### src/rtl/hacp_pkg.sv
// Types, character codes and helpers shared by the hex command parser.
package hacp_pkg;

    // Parser phase
    typedef enum logic [3:0] {
        PH_IDLE = 4'd0,
        PH_SPA  = 4'd1,
        PH_HEXA = 4'd2,
        PH_SPB  = 4'd3,
        PH_HEXB = 4'd4,
        PH_EOL  = 4'd5
    } t_phase;

    // Command letter as held
    typedef enum logic [2:0] {
        LT_RI  = 3'd0,
        LT_RX  = 3'd1,
        LT_IN  = 3'd2,
        LT_OUT = 3'd3,
        LT_W   = 3'd4,
        LT_C   = 3'd5
    } t_letter;

    // Operation kind of a result word
    typedef enum logic [2:0] {
        OP_IRD  = 3'd0,
        OP_XRD  = 3'd1,
        OP_PRD  = 3'd2,
        OP_PWR  = 3'd3,
        OP_XWR  = 3'd4,
        OP_CALL = 3'd5,
        OP_EOL  = 3'd6
    } t_op;

    // Character codes
    localparam logic [7:0] CH_SPACE = 8'h20;
    localparam logic [7:0] CH_LF    = 8'h0A;
    localparam logic [7:0] CH_CR    = 8'h0D;
    localparam logic [7:0] CH_LC_R  = 8'h72;
    localparam logic [7:0] CH_UC_R  = 8'h52;
    localparam logic [7:0] CH_UC_W  = 8'h57;
    localparam logic [7:0] CH_LC_I  = 8'h69;
    localparam logic [7:0] CH_LC_O  = 8'h6F;
    localparam logic [7:0] CH_LC_C  = 8'h63;
    localparam logic [7:0] CH_0     = 8'h30;
    localparam logic [7:0] CH_9     = 8'h39;
    localparam logic [7:0] CH_LC_A  = 8'h61;
    localparam logic [7:0] CH_LC_F  = 8'h66;
    localparam logic [7:0] CH_UC_A  = 8'h41;
    localparam logic [7:0] CH_UC_F  = 8'h46;

    // Highest port number a port write may address
    localparam logic [7:0] PORT_MAX = 8'd6;

    // Result queue depth (a character can push two words)
    localparam int RES_DEPTH = 4;

    // One result word
    typedef struct packed {
        t_op         kind;
        logic [15:0] address;
        logic [15:0] amount;
        logic [7:0]  port;
        logic        last;
    } t_result;

    // Words produced by one character
    typedef struct packed {
        logic [1:0] count;
        t_result    ev0;
        t_result    ev1;
    } t_events;

    function automatic logic is_hex(input logic [7:0] c);
        return (c >= CH_0 && c <= CH_9) || (c >= CH_LC_A && c <= CH_LC_F) ||
               (c >= CH_UC_A && c <= CH_UC_F);
    endfunction

    function automatic logic [3:0] hex_val(input logic [7:0] c);
        logic [3:0] v;
        v = (c <= CH_9) ? c[3:0] : 4'(c[3:0] + 4'd9);
        return v;
    endfunction

    function automatic logic is_eol(input logic [7:0] c);
        return (c == CH_LF) || (c == CH_CR);
    endfunction

    function automatic t_result mk_res(input t_op k, input logic [15:0] a,
                                       input logic [15:0] m, input logic [7:0] p);
        t_result r;
        r.kind    = k;
        r.address = a;
        r.amount  = m;
        r.port    = p;
        r.last    = 1'b0;
        return r;
    endfunction

endpackage

### src/rtl/hacp_parser.sv
// Command line parser: phase and operand registers plus single-pass decode of one character.
module hacp_parser #(
    parameter int NUMBER_BITS = 16
) (
    input  logic             i_clk,
    input  logic             i_rst_n,
    input  logic             i_fire,
    input  logic [7:0]       i_char,
    output hacp_pkg::t_events o_events
);
    import hacp_pkg::*;

    t_phase                 r_phase,  n_phase;
    t_letter                r_letter, n_letter;
    logic [NUMBER_BITS-1:0] r_acc,    n_acc;
    logic [15:0]            r_first,  n_first;
    logic [15:0]            r_wptr,   n_wptr;

    logic                   sp, eol, hx;
    logic [3:0]             hv;
    logic [NUMBER_BITS-1:0] acc_shift;
    logic [31:0]            acc_ext;
    logic [15:0]            acc16;
    logic                   main_v, eol_v;
    t_result                main_r;

    // Event that closes a read or port write command
    function automatic t_result fin_res(input t_letter l, input logic [15:0] f,
                                        input logic [15:0] m);
        t_result r;
        case (l)
            LT_RI:   r = mk_res(OP_IRD, {8'h00, f[7:0]}, m, 8'h00);
            LT_RX:   r = mk_res(OP_XRD, f, m, 8'h00);
            default: r = mk_res(OP_PWR, 16'h0000, {8'h00, m[7:0]}, f[7:0]);
        endcase
        return r;
    endfunction

    function automatic logic fin_ok(input t_letter l, input logic [15:0] f);
        return (l == LT_RI) || (l == LT_RX) || (l == LT_OUT && f[7:0] <= PORT_MAX);
    endfunction

    assign sp        = (i_char == CH_SPACE);
    assign eol       = is_eol(i_char);
    assign hx        = is_hex(i_char);
    assign hv        = hex_val(i_char);
    assign acc_shift = {r_acc[NUMBER_BITS-5:0], hv};
    assign acc_ext   = 32'(r_acc);
    assign acc16     = acc_ext[15:0];

    // Next state and events for one character
    always_comb begin
        n_phase  = r_phase;
        n_letter = r_letter;
        n_acc    = r_acc;
        n_first  = r_first;
        n_wptr   = r_wptr;
        main_v   = 1'b0;
        eol_v    = 1'b0;
        main_r   = mk_res(OP_EOL, 16'h0000, 16'h0000, 8'h00);
        unique case (r_phase)
            PH_IDLE: begin
                if (!(sp || eol)) begin
                    n_acc = '0;
                    unique case (i_char)
                        CH_LC_R: begin n_letter = LT_RI;  n_phase = PH_HEXA; end
                        CH_UC_R: begin n_letter = LT_RX;  n_phase = PH_HEXA; end
                        CH_UC_W: begin n_letter = LT_W;   n_phase = PH_HEXA; end
                        CH_LC_C: begin n_letter = LT_C;   n_phase = PH_HEXA; end
                        CH_LC_I: begin n_letter = LT_IN;  n_phase = PH_SPA;  end
                        CH_LC_O: begin n_letter = LT_OUT; n_phase = PH_SPA;  end
                        default: n_phase = PH_EOL;
                    endcase
                end
            end
            PH_SPA: begin
                if (sp) begin
                    n_phase = r_phase;
                end else if (eol) begin
                    eol_v   = 1'b1;
                    n_phase = PH_IDLE;
                end else if (hx) begin
                    n_acc   = NUMBER_BITS'(hv);
                    n_phase = PH_HEXA;
                end else begin
                    // no number: zero operands, command runs through
                    n_acc   = '0;
                    n_phase = PH_EOL;
                    if (r_letter == LT_IN) begin
                        main_v = 1'b1;
                        main_r = mk_res(OP_PRD, 16'h0000, 16'h0000, 8'h00);
                    end else if (r_letter == LT_OUT) begin
                        n_first = 16'h0000;
                        main_v  = 1'b1;
                        main_r  = mk_res(OP_PWR, 16'h0000, 16'h0000, 8'h00);
                    end
                end
            end
            PH_HEXA: begin
                if (hx) begin
                    n_acc = acc_shift;
                end else if (r_letter == LT_W) begin
                    n_wptr = acc16;
                    if (sp) begin
                        n_phase = PH_SPB;
                    end else if (eol) begin
                        eol_v   = 1'b1;
                        n_phase = PH_IDLE;
                    end else begin
                        n_phase = PH_EOL;
                    end
                end else if (r_letter == LT_RI || r_letter == LT_RX ||
                             r_letter == LT_OUT) begin
                    n_first = acc16;
                    if (sp) begin
                        n_phase = PH_SPB;
                    end else if (eol) begin
                        eol_v   = 1'b1;
                        n_phase = PH_IDLE;
                    end else begin
                        // junk right after the first number: second one is zero
                        n_acc   = '0;
                        main_v  = fin_ok(r_letter, acc16);
                        main_r  = fin_res(r_letter, acc16, 16'h0000);
                        n_phase = PH_EOL;
                    end
                end else begin
                    if (r_letter == LT_C) begin
                        main_v = 1'b1;
                        main_r = mk_res(OP_CALL, acc16, 16'h0000, 8'h00);
                    end else if (r_letter == LT_IN) begin
                        main_v = 1'b1;
                        main_r = mk_res(OP_PRD, 16'h0000, 16'h0000, acc16[7:0]);
                    end
                    eol_v   = eol;
                    n_phase = eol ? PH_IDLE : PH_EOL;
                end
            end
            PH_SPB: begin
                if (sp) begin
                    n_phase = r_phase;
                end else if (eol) begin
                    eol_v   = 1'b1;
                    n_phase = PH_IDLE;
                end else if (hx) begin
                    n_acc   = NUMBER_BITS'(hv);
                    n_phase = PH_HEXB;
                end else if (r_letter == LT_W) begin
                    // bad write value ends the line
                    n_phase = PH_EOL;
                end else begin
                    n_acc   = '0;
                    main_v  = fin_ok(r_letter, r_first);
                    main_r  = fin_res(r_letter, r_first, 16'h0000);
                    n_phase = PH_EOL;
                end
            end
            PH_HEXB: begin
                if (hx) begin
                    n_acc = acc_shift;
                end else if (r_letter == LT_W) begin
                    main_v = 1'b1;
                    main_r = mk_res(OP_XWR, r_wptr, {8'h00, acc16[7:0]}, 8'h00);
                    n_wptr = 16'(r_wptr + 16'd1);
                    if (sp) begin
                        n_phase = PH_SPB;
                    end else if (eol) begin
                        eol_v   = 1'b1;
                        n_phase = PH_IDLE;
                    end else begin
                        n_phase = PH_EOL;
                    end
                end else begin
                    main_v  = fin_ok(r_letter, r_first);
                    main_r  = fin_res(r_letter, r_first, acc16);
                    eol_v   = eol;
                    n_phase = eol ? PH_IDLE : PH_EOL;
                end
            end
            default: begin
                // discarding the rest of the line
                eol_v   = eol;
                n_phase = eol ? PH_IDLE : PH_EOL;
            end
        endcase
    end

    // Pack the event pair; with two words the line end is in the later slot
    always_comb begin
        o_events.count = 2'(main_v) + 2'(eol_v);
        o_events.ev0   = main_v ? main_r : mk_res(OP_EOL, 16'h0000, 16'h0000, 8'h00);
        o_events.ev1   = mk_res(OP_EOL, 16'h0000, 16'h0000, 8'h00);
        o_events.ev0.last = !(main_v && eol_v);
        o_events.ev1.last = 1'b1;
    end

    // Parser state registers
    always_ff @(posedge i_clk) begin
        if (!i_rst_n) begin
            r_phase  <= PH_IDLE;
            r_letter <= LT_RI;
            r_acc    <= '0;
            r_first  <= 16'h0000;
            r_wptr   <= 16'h0000;
        end else if (i_fire) begin
            r_phase  <= n_phase;
            r_letter <= n_letter;
            r_acc    <= n_acc;
            r_first  <= n_first;
            r_wptr   <= n_wptr;
        end
    end

endmodule

### src/rtl/hacp_res_queue.sv
// Small result queue: takes up to two words a cycle, hands out one while the reader is ready.
module hacp_res_queue (
    input  logic              i_clk,
    input  logic              i_rst_n,
    input  logic              i_push,
    input  hacp_pkg::t_events i_events,
    input  logic              i_pop_ready,
    output logic              o_valid,
    output hacp_pkg::t_result o_head,
    output logic [$clog2(hacp_pkg::RES_DEPTH):0] o_level
);
    import hacp_pkg::*;

    localparam int PW = $clog2(RES_DEPTH);

    t_result        r_mem [RES_DEPTH];
    logic [PW-1:0]  r_wr,    n_wr;
    logic [PW-1:0]  r_rd,    n_rd;
    logic [PW:0]    r_level, n_level;
    logic [1:0]     push_cnt;
    logic           pop;
    logic [PW-1:0]  wr_next;

    assign push_cnt = i_push ? i_events.count : 2'd0;
    assign pop      = (r_level != '0) && i_pop_ready;
    assign wr_next  = PW'(r_wr + 1'b1);
    assign o_valid  = (r_level != '0);
    assign o_head   = r_mem[r_rd];
    assign o_level  = r_level;

    // Pointer and fill level update
    always_comb begin
        n_wr    = PW'(r_wr + PW'(push_cnt));
        n_rd    = pop ? PW'(r_rd + 1'b1) : r_rd;
        n_level = (PW+1)'(r_level + (PW+1)'(push_cnt) - (PW+1)'(pop));
    end

    always_ff @(posedge i_clk) begin
        if (!i_rst_n) begin
            r_wr    <= '0;
            r_rd    <= '0;
            r_level <= '0;
        end else begin
            r_wr    <= n_wr;
            r_rd    <= n_rd;
            r_level <= n_level;
        end
    end

    // Storage, no reset
    always_ff @(posedge i_clk) begin
        if (push_cnt != 2'd0) begin
            r_mem[r_wr] <= i_events.ev0;
        end
        if (push_cnt == 2'd2) begin
            r_mem[wr_next] <= i_events.ev1;
        end
    end

endmodule

### src/rtl/ascii_hex_command_parser.sv
// Top level of the ASCII hex command line parser.
//
//  channel  | dir | word                     | handshake
//  s_axis   | in  | received character       | i_s_axis_tvalid / o_s_axis_tready
//  m_axis   | out | operation event, tlast   | o_m_axis_tvalid / i_m_axis_tready
//
// One character is decoded per cycle; its events land in a four-word queue
// that drives the output, so the first event can leave the cycle after accept.
// A character takes input only while at least two queue slots are free; a
// character giving two words (event then line end) sends them out one after the other.
// Reset (synchronous, active low) returns to skipping leading blanks and empties the queue.
// Output stalls back up through the queue to o_s_axis_tready.
module ascii_hex_command_parser #(
    parameter int NUMBER_BITS = 16
) (
    input  logic        i_clk,
    input  logic        i_rst_n,
    input  logic        i_s_axis_tvalid,
    output logic        o_s_axis_tready,
    input  logic [7:0]  i_s_axis_tdata,   // [7:0] rx_char
    output logic        o_m_axis_tvalid,
    input  logic        i_m_axis_tready,
    output logic [47:0] o_m_axis_tdata,   // [2:0] op_kind, [18:3] address,
                                          // [34:19] amount, [42:35] port_number
    output logic        o_m_axis_tlast
);
    import hacp_pkg::*;

    localparam int LW = $clog2(RES_DEPTH) + 1;

    logic        s_fire;
    t_events     events;
    t_result     head;
    logic [LW-1:0] level;

    assign o_s_axis_tready = (level <= LW'(RES_DEPTH - 2));
    assign s_fire          = i_s_axis_tvalid && o_s_axis_tready;

    // Character decode
    hacp_parser #(
        .NUMBER_BITS (NUMBER_BITS)
    ) u_parser (
        .i_clk    (i_clk),
        .i_rst_n  (i_rst_n),
        .i_fire   (s_fire),
        .i_char   (i_s_axis_tdata),
        .o_events (events)
    );

    // Result buffering
    hacp_res_queue u_queue (
        .i_clk       (i_clk),
        .i_rst_n     (i_rst_n),
        .i_push      (s_fire),
        .i_events    (events),
        .i_pop_ready (i_m_axis_tready),
        .o_valid     (o_m_axis_tvalid),
        .o_head      (head),
        .o_level     (level)
    );

    assign o_m_axis_tdata = {5'b00000, head.port, head.amount, head.address, head.kind};
    assign o_m_axis_tlast = head.last;

    // Queue never overfills
    a_level_max: assert property (@(posedge i_clk) disable iff (!i_rst_n)
        level <= LW'(RES_DEPTH))
        else $error("result queue overfilled");

    // A pair of words always ends in a line end
    a_pair_eol: assert property (@(posedge i_clk) disable iff (!i_rst_n)
        (s_fire && events.count == 2'd2) |-> (events.ev1.kind == OP_EOL && !events.ev0.last))
        else $error("second word of a pair is not a line end");

    // A character that is taken never yields more than two words
    a_eol_last: assert property (@(posedge i_clk) disable iff (!i_rst_n)
        (s_fire && events.count != 2'd0) |-> (events.count <= 2'd2))
        else $error("more than two words from one character");

endmodule
### config.mk
export PLATFORM = sky130hd
export DESIGN_NAME = ascii_hex_command_parser
export DESIGN_NICKNAME = d
export VERILOG_FILES = /design/src/rtl/hacp_pkg.sv /design/src/rtl/hacp_parser.sv /design/src/rtl/hacp_res_queue.sv /design/src/rtl/ascii_hex_command_parser.sv
export SDC_FILE = /design/constraint.sdc
export NUM_CORES = 1
export LEC_CHECK = 0
export BUFFER_PORTS_ARGS = -buffer_cell sky130_fd_sc_hd__buf_2
export CORE_ASPECT_RATIO = 1.4
export CORE_MARGIN = 2
export CORE_UTILIZATION = 44
export CTS_BUF_LIST = sky130_fd_sc_hd__clkbuf_2 sky130_fd_sc_hd__clkbuf_4 sky130_fd_sc_hd__clkbuf_8
export DETAILED_ROUTE_END_ITERATION = 10
export HOLD_SLACK_MARGIN = 0.12
export MAX_ROUTING_LAYER = met4
export REMOVE_ABC_BUFFERS = 1
export SETUP_SLACK_MARGIN = 0.2
export SYNTH_ARGS = -nofsm -noshare
export SYNTH_HDL_FRONTEND = slang
export SYNTH_SLANG_ARGS = --single-unit
export TNS_END_PERCENT = 10
### constraint.sdc
create_clock -name i_clk -period 4.8 [get_ports i_clk]
set_clock_uncertainty 0.05 [all_clocks]
set_input_delay 0 -clock i_clk [delete_from_list [all_inputs] [get_ports i_clk]]
set_output_delay 0 -clock i_clk [all_outputs]
set_load 0.05 [all_outputs]
==> out/qor.txt <==
Fin Setup TNS - 0 ps
Worst Setup End Kind - flop
Buf/Inv on CP - 1
post-synthesis instance total - 1243
Pwr Total - 5.72 mW
drt initial violations - 706
total I/O pin count - 63
starting density of the core - 44.6%
RSZ-0062 raised after global routing - no
Synth Cell Area - 11300 um^2
final setup margin - 607 ps
mux cell area share after synthesis - 10.4%
routability cong. - 0.836
Synth Area in XOR/XNOR - 0.773%
Post-synth EDFFs - 0
final WL - 31800 um
cells along the critical path - clkinv_1 > o41a_1 > o311a_1 > o22ai_4 > ha_1 > o21ai_1 > nor3_4 > nor2_1 > nand2_1 > o21ai_0
Inst Count DP - 1546
part of the cycle the worst path needs - 87.3%
Multi-input gate area - 5970 um^2
Yosys top cell area share - 42.2%
Main synth FF type - dfxtp_1
H-tree depth - 2
Sequential Area - 4790 um^2
max frequency - 239 MHz
area leader, netlist - dfxtp_1
antenna violations before repair - 0
final setup fails - 0
main area contributors after synthesis - dfxtp_1 (42%), mux4_2 (8.8%), o21ai_0 (6.9%)
fraction of layout cells with a size suffix above 1 - 18.2%
CP Class - flop to flop
Worst path depth - 10
Setup WS pre-CTS - 660 ps
hold depth - 2
Synth Area in Simple Gates - 17.6%
CP Data Arrival Time - 4610 ps
number of max-cap violations - 0
detail-routed via count per cell - 5.96
Final HPWL DP - 20000 um
CTS tree - done
routed vias - 9746
Final Hold Vio Count - 0
Final Util - 50.0%
Netlist cell types - 93
total CTS buffers - 38
gr ovfl total - 0
largest net degree at the start of global routing - 65
Worst Setup Start Kind - flop
Root Buffer - clkbuf_8
Routed Antenna Nets - 0
vias in the first global route - 9422
outcome - finished, final reports clean
Final nets - 1312
DRC viols - 0
PwrDens - 450 nW/um^2
asr flop ratio synth - 0%
part of the Yosys area used for sequential elements - 42.2%
die area - 27100 um^2
Slew @ Worst Pin - 1080 ps
pins over their slew limit - 0
input/output buffers - 57
n_diodes - 0
Reg clk slew, reported paths - 60 ps
compound-gate portion of the synthesized area - 22.3%
fin crit period - 4190 ps
largest family of logic cells by synthesized area - compound AO/OA/AOI/OAI gates
Total Routing Usage GR - 24.1%
first-pass GRT wire length - 51500 um
maximum VDD drop - 0.000377 V
Critical Path RT - 5220 ps
reg2reg path depth - 10
# fillers - 2420
Area Growth Syn to Fin - 12.1%
drt wl/cell - 19.4 um
number of register bits inferred by synthesis - 239
Leak Pwr - 4.54 nW
Adder-Cell Fraction of Synth Area - 1.28%
HP Class - flop to flop
Crit-path slowest cell - dfxtp_1
delay-heaviest family, CP - compound AO/OA/AOI/OAI gates
slew margin rel. - 28.0%
CTS Buffer Depth - 3
CTS Sinks - 239
Syn. warnings - 0
CP max stage delay - 670 ps
Die X - 140 um
Core Box Area - 25400 um^2
Crit Path Max Fanout - 15
latest clock arrival within the worst-skew pair - 550 ps
drt pass-1 iters - 7
non-filler instance count after layout - 1635
standard-cell rows - 69
Die Y - 194 um
Syn Area/Cell - 9.11 um^2
-- layer usage --
layer | share of wire (%) | vias to the layer above | GRT usage (%) | routed length [um]
met3 | 5.1 | 64 | 3.90 | 1610
met1 | 43 | 4723 | 30.0 | 13600
met4 | 3.1 | 0 | 8.96 | 988
li1 | - | 4663 | - | -
met5 | 0 | - | - | 0
met2 | 49 | 296 | 39.5 | 15600
-- cells in the final DEF (no fill, tap or decap), drive strengths merged, types with 7 or more instances in the layout --
master	count
o21ai	170
a22oi	11
o31ai	32
a32o	8
a2bb2oi	7
inv	9
nor4	7
a31oi	7
nand2	126
ha	10
nor2	54
clkbuf	60
buf	85
a21oi	115
nand3	114
dfxtp	239
dlygate4sd3	22
clkinv	7
a22o	9
and2	19
nor3	19
mux2i	17
mux4	44
nor2b	12
a21boi	18
-- cells in the mapped netlist, drive strengths merged, types with 19 or more instances --
master,n
o21ai,170
nand2,126
clkbuf,74
buf,30
nor3,19
mux4,44
nand3,114
and2,19
nor2,54
o31ai,32
dfxtp,239
a21oi,115
-- power breakdown --
part / internal (mW) / switching [mW] / leakage (nW)
clock network: 0.986 / 0.813 / 0.418
registers: 2.17 / 0.201 / 1.94
logic: 0.567 / 0.979 / 2.18
-- logic make-up after synthesis --
family          Yosys count
mux                      62
xor+xnor                 10
flops                   239
fa+ha+maj                11
buf+inv                 116
simple gates            392
compound gates          412
other cells               1
-- worst paths after layout --
kind	from	to	slack, ps
max	u_parser.r_letter[0]$_SDFFE_PN0P_	u_queue.r_mem[0][3]$_SDFFE_PP0P_	610
min	u_parser.r_first[9]$_SDFFE_PN0P_	u_parser.r_first[9]$_SDFFE_PN0P_	400
max reg2reg	u_parser.r_letter[0]$_SDFFE_PN0P_	u_queue.r_mem[0][3]$_SDFFE_PP0P_	610
min reg2reg	u_parser.r_first[9]$_SDFFE_PN0P_	u_parser.r_first[9]$_SDFFE_PN0P_	400
-- registers in the layout, summed over array words and instances, names as in the netlist, named ones only --
signal	count
u_queue.r_rd	2
u_parser.r_phase	3
u_queue.r_mem	176
u_parser.r_letter	3
u_parser.r_wptr	16
u_queue.r_wr	2
u_queue.o_level	3
u_parser.r_first	16
u_parser.acc16	16
-- worst register-to-register path, delay by kind of cell (launching register included) --
family / cells / cell delay [ps]
AOI/OAI and AO/OA: 5 / 1820
and+or+nand+nor: 3 / 750
DFF: 1 / 670
adders and majority gates: 1 / 440
buffers and inverters: 1 / 400
-- through the flow --
stage	instance area, um^2	hold slack, ps
floorplan	10800	71.7
global placement	11700	340
detailed placement	11700	346
CTS	12700	401
global route	12700	416
finish	12700	401
-- layout make-up --
cell class / instances / share of cell area [%]
repair buffers: 107 / 5.64
inverters: 11 / 0.325
clock inverters: 7 / 0.315
clock buffers: 60 / 5.86
multi-input cells: 892 / 47.0
well taps: 319 / 3.14
flip-flops and latches: 239 / 37.7
-- repair_timing --
action | 4_1_cts | 5_1_grt
hold endpoints to repair | 66 | 0
buffers inserted | 0 | 0
gates resized for setup | 0 | 0
hold buffers | 22 | 0
Power figures use the tool's default switching activity.
